==> config.mk <==
export PLATFORM = sky130hd
export DESIGN_NAME = queue_family_assigner
export DESIGN_NICKNAME = d
export VERILOG_FILES = /design/src/rtl/core/qfa_pkg.sv /design/src/rtl/core/qfa_score_unit.sv /design/src/rtl/core/qfa_solver.sv /design/src/rtl/core/queue_family_assigner.sv
export SDC_FILE = /design/constraint.sdc
export NUM_CORES = 1
export LEC_CHECK = 0
export BUFFER_PORTS_ARGS = -buffer_cell sky130_fd_sc_hd__buf_2
export CORE_UTILIZATION = 24
export CTS_BUF_LIST = sky130_fd_sc_hd__clkbuf_8
export DETAILED_ROUTE_END_ITERATION = 6
export GPL_TIMING_DRIVEN = 0
export PLACE_DENSITY_LB_ADDON = 0.15
export SLEW_MARGIN = 5
export SYNTH_ARGS = -nofsm -noshare
export SYNTH_HDL_FRONTEND = slang
export SYNTH_SLANG_ARGS = --single-unit
export TNS_END_PERCENT = 20
==> constraint.sdc <==
create_clock -name clk -period 10.28 [get_ports clk]
set_input_delay 1.542 -clock clk [delete_from_list [all_inputs] [get_ports clk]]
set_output_delay 1.542 -clock clk [all_outputs]
set_load 0.01 [all_outputs]
==> src/rtl/core/qfa_pkg.sv <==
// Shared types, codes and constants for the queue family assigner.
package qfa_pkg;

  localparam int FLAG_BITS     = 8;
  localparam int SCORE_W       = 15;
  localparam int POS_W         = SCORE_W - 1;
  localparam int PREF_WEIGHT   = 1000;
  localparam int EXCESS_WEIGHT = 100;
  localparam int PRESENT_BONUS = 1000;

  localparam logic [1:0] OP_LOAD   = 2'd0;
  localparam logic [1:0] OP_APPEND = 2'd1;
  localparam logic [1:0] OP_SOLVE  = 2'd2;

  localparam logic [1:0] PM_IGNORE   = 2'd0;
  localparam logic [1:0] PM_OPTIONAL = 2'd1;
  localparam logic [1:0] PM_REQUIRED = 2'd2;

  localparam logic [1:0] AV_REQUIRED = 2'd0;
  localparam logic [1:0] AV_OPTIONAL = 2'd1;
  localparam logic [1:0] AV_NEVER    = 2'd2;

  typedef logic [FLAG_BITS-1:0] flags_t;
  typedef logic signed [SCORE_W-1:0] score_t;

  typedef struct packed {
    logic [1:0] operation;
    logic [7:0] family_flags;
    logic [7:0] family_slots;
    logic       family_present;
    logic [7:0] require_mask;
    logic [7:0] prefer_mask;
    logic [7:0] exclude_mask;
    logic [1:0] present_mode;
    logic [1:0] availability;
  } in_word_t;

  typedef struct packed {
    logic [3:0] request_number;
    logic       assigned;
    logic [3:0] family_number;
    logic [7:0] slot_number;
    logic       failed;
    logic       last;
  } out_word_t;

  typedef struct packed {
    flags_t     flags;
    logic [7:0] slots;
    logic       present;
  } fam_entry_t;

  typedef struct packed {
    flags_t     require;
    flags_t     prefer;
    flags_t     exclude;
    logic [1:0] present;
    logic [1:0] avail;
  } req_entry_t;

endpackage

==> src/rtl/core/qfa_score_unit.sv <==
// Match test and score of one family against one request.
module qfa_score_unit (
  input  qfa_pkg::fam_entry_t fam,
  input  logic [7:0]          used,
  input  qfa_pkg::req_entry_t req,
  output logic                match,
  output qfa_pkg::score_t     score
);
  import qfa_pkg::*;

  flags_t     pref;
  flags_t     relevant;
  flags_t     hit_bits;
  flags_t     excess_bits;
  logic [5:0] hits;
  logic [5:0] excess;
  logic [7:0] room;
  logic       bonus;
  logic [POS_W-1:0] pos;
  logic [POS_W-1:0] neg;

  always_comb begin
    pref        = req.prefer & ~req.require & ~req.exclude;
    relevant    = req.require | pref;
    hit_bits    = fam.flags & pref;
    excess_bits = fam.flags & ~relevant;
    hits        = '0;
    excess      = '0;
    for (int b = 0; b < FLAG_BITS; b++) begin
      hits   = hits + 6'(hit_bits[b]);
      excess = excess + 6'(excess_bits[b]);
    end
    room  = fam.slots - used;
    bonus = (req.present == PM_OPTIONAL) && fam.present;
    match = (used < fam.slots)
         && ((fam.flags & req.require) == req.require)
         && ((fam.flags & req.exclude) == '0)
         && !((req.present == PM_REQUIRED) && !fam.present);
    pos   = POS_W'(hits) * POS_W'(PREF_WEIGHT) + POS_W'(room)
          + (bonus ? POS_W'(PRESENT_BONUS) : '0);
    neg   = POS_W'(excess) * POS_W'(EXCESS_WEIGHT);
    score = $signed({1'b0, pos}) - $signed({1'b0, neg});
  end

endmodule

==> src/rtl/core/qfa_solver.sv <==
// Family and request tables with the sequencer that runs the assignment passes.
module qfa_solver #(
  parameter int MAX_FAMILIES = 16,
  parameter int MAX_REQUESTS = 16
) (
  input  logic               clk,
  input  logic               rst,
  input  logic               item_valid,
  output logic               item_ready,
  input  qfa_pkg::in_word_t  item,
  output logic               res_valid,
  input  logic               res_ready,
  output qfa_pkg::out_word_t res
);
  import qfa_pkg::*;

  localparam int FIW = (MAX_FAMILIES > 1) ? $clog2(MAX_FAMILIES) : 1;
  localparam int RIW = (MAX_REQUESTS > 1) ? $clog2(MAX_REQUESTS) : 1;
  localparam int FCW = $clog2(MAX_FAMILIES + 1);
  localparam int RCW = $clog2(MAX_REQUESTS + 1);

  typedef struct packed {
    logic           found;
    logic [FIW-1:0] fam;
    logic [7:0]     slot;
  } asg_entry_t;

  typedef enum logic [3:0] {
    S_IDLE, S_REQ_FETCH, S_REQ_CHECK, S_FAM_FETCH, S_FAM_EVAL,
    S_COMMIT, S_EMIT_FETCH, S_EMIT_SEND, S_FAIL
  } state_t;

  state_t         state;
  logic [FCW-1:0] family_total;
  logic [RCW-1:0] request_total;
  logic [RCW-1:0] req_idx;
  logic [FCW-1:0] fam_idx;
  logic           pass;
  logic           found;
  score_t         lead_score;
  logic [FIW-1:0] best_idx;
  logic [7:0]     best_slot;

  fam_entry_t fam_mem   [MAX_FAMILIES];
  logic [7:0] slots_mem [MAX_FAMILIES];
  req_entry_t req_mem   [MAX_REQUESTS];
  asg_entry_t asg_mem   [MAX_REQUESTS];

  fam_entry_t fam_q;
  logic [7:0] used_q;
  req_entry_t req_q;
  asg_entry_t asg_q;

  logic       fire;
  logic       load_go;
  logic       append_go;
  logic       req_last;
  logic       fam_last;
  logic       match;
  score_t     score;
  logic [1:0] want;
  fam_entry_t fam_in;
  req_entry_t req_in;
  logic       slot_we;
  logic [FIW-1:0] slot_addr;
  logic [7:0] slot_data;
  logic       assigned;

  qfa_score_unit u_score (
    .fam   (fam_q),
    .used  (used_q),
    .req   (req_q),
    .match (match),
    .score (score)
  );

  always_comb begin
    fire       = item_valid && item_ready;
    load_go    = fire && (item.operation == OP_LOAD)
              && (family_total < FCW'(MAX_FAMILIES));
    append_go  = fire && (item.operation == OP_APPEND)
              && (request_total < RCW'(MAX_REQUESTS));
    req_last   = (req_idx + RCW'(1)) == request_total;
    fam_last   = (fam_idx + FCW'(1)) == family_total;
    want       = pass ? AV_OPTIONAL : AV_REQUIRED;
    fam_in.flags   = item.family_flags;
    fam_in.slots   = item.family_slots;
    fam_in.present = item.family_present;
    req_in.require = item.require_mask;
    req_in.prefer  = item.prefer_mask;
    req_in.exclude = item.exclude_mask;
    req_in.present = (item.present_mode == 2'd3) ? PM_IGNORE : item.present_mode;
    req_in.avail   = (item.availability == 2'd3) ? AV_NEVER : item.availability;
    slot_we    = load_go || ((state == S_COMMIT) && found);
    slot_addr  = load_go ? family_total[FIW-1:0] : best_idx;
    slot_data  = load_go ? 8'd0 : best_slot + 8'd1;
    assigned   = asg_q.found && (req_q.avail != AV_NEVER);
  end

  always_ff @(posedge clk) begin
    if (load_go) begin
      fam_mem[family_total[FIW-1:0]] <= fam_in;
    end
    if (slot_we) begin
      slots_mem[slot_addr] <= slot_data;
    end
    if (append_go) begin
      req_mem[request_total[RIW-1:0]] <= req_in;
    end
    if (state == S_COMMIT) begin
      asg_mem[req_idx[RIW-1:0]] <= '{found: found, fam: best_idx, slot: best_slot};
    end
    fam_q  <= fam_mem[fam_idx[FIW-1:0]];
    used_q <= slots_mem[fam_idx[FIW-1:0]];
    req_q  <= req_mem[req_idx[RIW-1:0]];
    asg_q  <= asg_mem[req_idx[RIW-1:0]];
  end

  always_comb begin
    item_ready = (state == S_IDLE);
    res_valid  = (state == S_EMIT_SEND) || (state == S_FAIL);
    res.request_number = 4'(req_idx);
    res.assigned       = 1'b0;
    res.family_number  = 4'd0;
    res.slot_number    = 8'd0;
    res.failed         = 1'b0;
    res.last           = 1'b0;
    case (state)
      S_EMIT_SEND: begin
        res.assigned      = assigned;
        res.family_number = assigned ? 4'(asg_q.fam) : 4'd0;
        res.slot_number   = assigned ? asg_q.slot : 8'd0;
        res.last          = req_last;
      end
      S_FAIL: begin
        res.failed = 1'b1;
        res.last   = 1'b1;
      end
      default: begin
      end
    endcase
  end

  always_ff @(posedge clk) begin
    if (rst) begin
      state         <= S_IDLE;
      family_total  <= '0;
      request_total <= '0;
      req_idx       <= '0;
      fam_idx       <= '0;
      pass          <= 1'b0;
      found         <= 1'b0;
    end else begin
      case (state)
        S_IDLE: begin
          if (load_go) begin
            family_total <= family_total + FCW'(1);
          end
          if (append_go) begin
            request_total <= request_total + RCW'(1);
          end
          if (fire && (item.operation == OP_SOLVE)) begin
            req_idx <= '0;
            pass    <= 1'b0;
            if (request_total == '0) begin
              family_total <= '0;
            end else begin
              state <= S_REQ_FETCH;
            end
          end
        end
        S_REQ_FETCH: begin
          state <= S_REQ_CHECK;
        end
        S_REQ_CHECK: begin
          if (req_q.avail == want) begin
            found   <= 1'b0;
            fam_idx <= '0;
            state   <= (family_total == '0) ? S_COMMIT : S_FAM_FETCH;
          end else if (!req_last) begin
            req_idx <= req_idx + RCW'(1);
            state   <= S_REQ_FETCH;
          end else if (!pass) begin
            pass    <= 1'b1;
            req_idx <= '0;
            state   <= S_REQ_FETCH;
          end else begin
            req_idx <= '0;
            state   <= S_EMIT_FETCH;
          end
        end
        S_FAM_FETCH: begin
          state <= S_FAM_EVAL;
        end
        S_FAM_EVAL: begin
          if (match && (!found || (score > lead_score))) begin
            found      <= 1'b1;
            lead_score <= score;
            best_idx   <= fam_idx[FIW-1:0];
            best_slot  <= used_q;
          end
          fam_idx <= fam_idx + FCW'(1);
          state   <= fam_last ? S_COMMIT : S_FAM_FETCH;
        end
        S_COMMIT: begin
          if (!found && !pass) begin
            state <= S_FAIL;
          end else if (!req_last) begin
            req_idx <= req_idx + RCW'(1);
            state   <= S_REQ_FETCH;
          end else if (!pass) begin
            pass    <= 1'b1;
            req_idx <= '0;
            state   <= S_REQ_FETCH;
          end else begin
            req_idx <= '0;
            state   <= S_EMIT_FETCH;
          end
        end
        S_EMIT_FETCH: begin
          state <= S_EMIT_SEND;
        end
        S_EMIT_SEND: begin
          if (res_ready) begin
            if (req_last) begin
              family_total  <= '0;
              request_total <= '0;
              state         <= S_IDLE;
            end else begin
              req_idx <= req_idx + RCW'(1);
              state   <= S_EMIT_FETCH;
            end
          end
        end
        S_FAIL: begin
          if (res_ready) begin
            family_total  <= '0;
            request_total <= '0;
            state         <= S_IDLE;
          end
        end
        default: begin
          state <= S_IDLE;
        end
      endcase
    end
  end

endmodule

==> src/rtl/core/queue_family_assigner.sv <==
// Top level of the queue family assigner: sequencer plus output register.
//
// Family loads and request appends are taken while the block is idle. A solve
// runs through the request list twice (required requests, then optional ones)
// on a single score/compare unit fed from registered table reads: a request
// outside the current pass is fetched and checked, a served request is also
// scored against each loaded family in turn and then committed, and each
// result word is fetched from the assignment table and then sent. A failed
// required request ends the solve with one error word. The block takes no new
// word while a solve runs; result words wait in an output register.
module queue_family_assigner #(
  parameter int MAX_FAMILIES = 16,
  parameter int MAX_REQUESTS = 16
) (
  input  logic               clk,
  input  logic               rst,
  input  logic               item_valid,
  output logic               item_ready,
  input  qfa_pkg::in_word_t  item,
  output logic               result_valid,
  input  logic               result_ready,
  output qfa_pkg::out_word_t result
);
  import qfa_pkg::*;

  logic      res_valid;
  logic      res_ready;
  out_word_t res;

  qfa_solver #(
    .MAX_FAMILIES (MAX_FAMILIES),
    .MAX_REQUESTS (MAX_REQUESTS)
  ) u_solver (
    .clk        (clk),
    .rst        (rst),
    .item_valid (item_valid),
    .item_ready (item_ready),
    .item       (item),
    .res_valid  (res_valid),
    .res_ready  (res_ready),
    .res        (res)
  );

  assign res_ready = !result_valid || result_ready;

  always_ff @(posedge clk) begin
    if (rst) begin
      result_valid <= 1'b0;
    end else if (res_ready) begin
      result_valid <= res_valid;
    end
    if (res_valid && res_ready) begin
      result <= res;
    end
  end

endmodule

==> summary.md <==
| Metric | Value |
|---|---|
| Slew Limit Fails | 0 |
| Max frequency | 103 MHz |
| Min-Delay Path Class | reg -> reg |
| Worst R2R Setup Slack | 0.53 ns |
| Clk_lat worst skew | roughly 0.94 ns |
| CP Launch Type | register |
| Worst-Margin Slew | 1.24 ns |
| Die W | 449 um |
| Switch Pwr | 2.30 mW |
| H-tree depth | 4 |
| Placed wire-length estimate | just under 90000 um |
| CP Data Required Time | 10.86 ns |
| Clk slew on worst S/H paths | 0.06 ns |
| Sequential area share after synthesis | between 70% and 80% |
| I/O pin count | 72 |
| Clock Tree Buf Depth | 3 |
| Switch share | 23.2% |
| Worst-path fanout max | 13 |
| Largest net degree at the start of global routing | 28 |
| TritonCTS Buffers | 202 |
| Placer Congestion | approximately 0.75 |
| Routed vias | around 24000 |
| Commonest non-fill, non-tap cells in the layout | edfxtp_1, mux4_2, clkbuf_8 |
| Syn_nets | around 2500 |
| Design area | 56700 sq um |
| Sum Neg Setup Slack | 0 ns |
| Gate power share | 4.9% |
| Syn Inst Count | between 2000 and 2500 |
| Clock sinks | 1195 |
| Share of cells above drive strength 1 | 28.6% |
| Final min period | 9.75 ns |
| Syn avg cell area | 20.5 sq um |
| Final Worst Setup Slack | 0.532 ns |
| Global-route usage over all layers | 13.0% |
| Area occupied by registers | ~35000 sq um |
| Synth Flop Type | edfxtp_1 |
| Area of the die | 201000 sq um |
| Non-Filler Instances | 5479 |
| Met2 GRT Util | 22.4% |
| Share of the clock period used by the worst path | 94.8% |
| Gr busiest metal | met2 |
| Starting Density | 24.2% |
| Chip height | about 450 um |
| R2R depth | 35 |
| Mean routed wirelength per cell | 23.9 um |
| Clock skew | 0.0647 ns |
| Met1 Usage GRT | 16.2% |
| Most frequent CP cell | fa_1 |
| Place WS | -0.586 ns |
| Pwr/cell area | 175 nW/um^2 |
| LEAKAGE | 18.1 nW |
| Final Setup Violations | 0 |
| Final Hold Violating Endpoints | 0 |
| CP max stage delay | 0.54 ns |
| Total grt overflow | 0 |
| Core Area | 198000 sq um |
| Post-CTS Hold Buffers | 0 |
| R2R Path End | u_solver.lead_score[9] |
| Met3 usage in global routing | under 10% |
| DRC viols | 0 |
| Setup Crit Path Kind | reg -> reg |
| Post-synth EDFFs | about 1100 |
| Worst VDD drop | 93.6 uV |
| RSZ-0062 raised after global routing | false |
| Power share of the clock group | 41.2% |
| Hold path startpoint | u_solver.used_q[7] |
| Slew Limit Headroom | between 15 and 20% |
| Internal | 7.59 mW |
| Placed instance area | about 53000 sq um |
| Sequential share of power | 53.9% |
| Status | finished, final reports clean |
| Starting DRT DRC Count | between 1500 and 2000 |
| CTS tree | built |
| Worst path slowest cell | dfxtp_1 |
| Cells after DPL | 5092 |
| Area grow syn2layout | 18.3% |
| Mapped Area | 47900 sq um |
| Vias in the first global route | about 26000 |
| CP endpoint kind | register |
| First-pass GRT wire length | 187000 um |
| DRT antenna net count | 0 |
| Fill cells | 19614 |
| Worst hold stages | 0 |
| Initial antenna violation count | 25 |
| Nets | roughly 2800 |
| Yosys warning total | 0 |
| Post-synthesis cell type count | 76 |
| Rows | 163 |
| Worst r2r src | u_solver.req_q[4] |
| CTS root buffer | clkbuf_8 |
| Max cap viols | 0 |
| Yosys reg bits | 1195 |
| Critical Path AT | 10.33 ns |
| First-pass DRT Iterations | 5 |
| IO Port Bufs | a little over 70 |
| Hold Crit Endpoint | u_solver.best_slot[7] |
| Routed wire length | roughly 130000 um |
| Vias per cell | 4.32 |
| Most common cell after layout, fill and taps aside | edfxtp_1 |
| Area occupied by multi-input gates | 12500 sq um |
| Post-synth ARST share | 0% |
-- cells in the mapped netlist, types with 9 or more instances --
cell type / instances / area, sq um
nor2b_1: 26 / 163
fa_1: 18 / 360
xnor2_1: 29 / 254
inv_1: 82 / 308
nor2_1: 95 / 357
nor3b_1: 14 / 105
edfxtp_1: 1102 / 33100
buf_1: 21 / 78.8
nand3_1: 14 / 70.1
o21ai_0: 32 / 160
a31oi_1: 11 / 68.8
a21o_1: 11 / 82.6
clkbuf_1: 43 / 161
nand4_1: 9 / 56.3
and2_1: 30 / 188
a21oi_1: 34 / 170
o21a_1: 9 / 67.6
nand2_1: 38 / 143
nor3_1: 17 / 85.1
mux4_2: 330 / 7430
xor2_1: 19 / 166
dfxtp_1: 93 / 1860
ha_1: 97 / 1210
buf_2: 28 / 140
-- registers in the layout, summed over array words and instances (netlist names), 13 cells and up --
register	cells
u_solver.asg_mem	208
u_solver.slots_mem	128
u_solver.fam_mem	272
u_solver.lead_score	15
u_solver.req_q	28
u_solver.req_mem	448
u_solver.fam_q	17
result	19
u_solver.asg_q	13
-- worst max-delay path, delay by kind of cell (launching register included) --
kind / cells / cell delay, ns
xor+xnor: 2 / 0.56
fa+ha+maj: 13 / 4.92
flops: 1 / 0.54
buf+inv: 6 / 0.47
simple gates: 6 / 1.34
compound gates: 8 / 1.58
-- power groups by stage --
stage               registers, mW  logic (mW)  clock network [mW]
finish                       5.33       0.484                4.08
global route                 5.32       0.556                4.44
CTS                          5.33       0.486                4.24
detailed placement           5.43       0.482                   0
global placement             5.43       0.472                   0
floorplan                    5.42       0.322                   0
-- cells by family after synthesis --
family	share of synthesized area [%]
flip-flops	73.0
multiplexers	15.7
AND/OR/NAND/NOR	3.37
buffers and inverters	1.51
AO/OA/AOI/OAI	2.25
adder cells (fa/ha/maj)	3.29
XOR/XNOR	0.878
-- worst max-delay path by stage --
stage | startpoint | endpoint | slack (ns) | cells after the start
global placement | u_solver.req_q[5] | u_solver.best_idx[3] | -0.53 | 33
detailed placement | u_solver.req_q[5] | u_solver.best_idx[3] | -0.59 | 33
floorplan | u_solver.req_q[15] | u_solver.best_idx[0] | 1.19 | 34
finish | u_solver.req_q[4] | u_solver.lead_score[9] | 0.53 | 35
global route | u_solver.req_q[4] | u_solver.lead_score[9] | 0.06 | 35
CTS | u_solver.req_q[5] | u_solver.lead_score[11] | 0.07 | 34
-- metal layers --
layer | routed length [um] | up-vias
li1 | - | 10285
met1 | 55900 | 12583
met2 | 66400 | 562
met3 | 5900 | 223
met4 | 2860 | 12
met5 | 75 | -
-- repair_timing --
action | in CTS | in global routing
gates cloned | 0 | 2
endpoints found under the setup margin | 27 | 27
pin swaps | 0 | 1
resized for setup | 2 | 10
setup buffers | 0 | 1
-- through the flow --
| step | hold slack [ns] | utilization [%] | power (mW) |
|---|---|---|---|
| finish | 0.445 | 28.6 | 9.89 |
| global route | 0.449 | 28.6 | 10.3 |
| CTS | 0.443 | 28.6 | 10.1 |
| detailed placement | 0.428 | 26.6 | 5.91 |
| global placement | 0.424 | 26.1 | 5.90 |
| floorplan | 0.403 | - | 5.74 |
-- final cells by class --
type,count,area share (%)
Clock buffer,226,5.49
Clock inverter,153,1.42
Buffer,96,0.727
Inverter,83,0.550
Tap cell,2640,5.83
Timing Repair Buffer,118,2.17
Sequential cell,1195,61.7
Multi-Input combinational cell,963,22.1
Antenna cell,5,0.0221
Power figures use the tool's default switching activity.
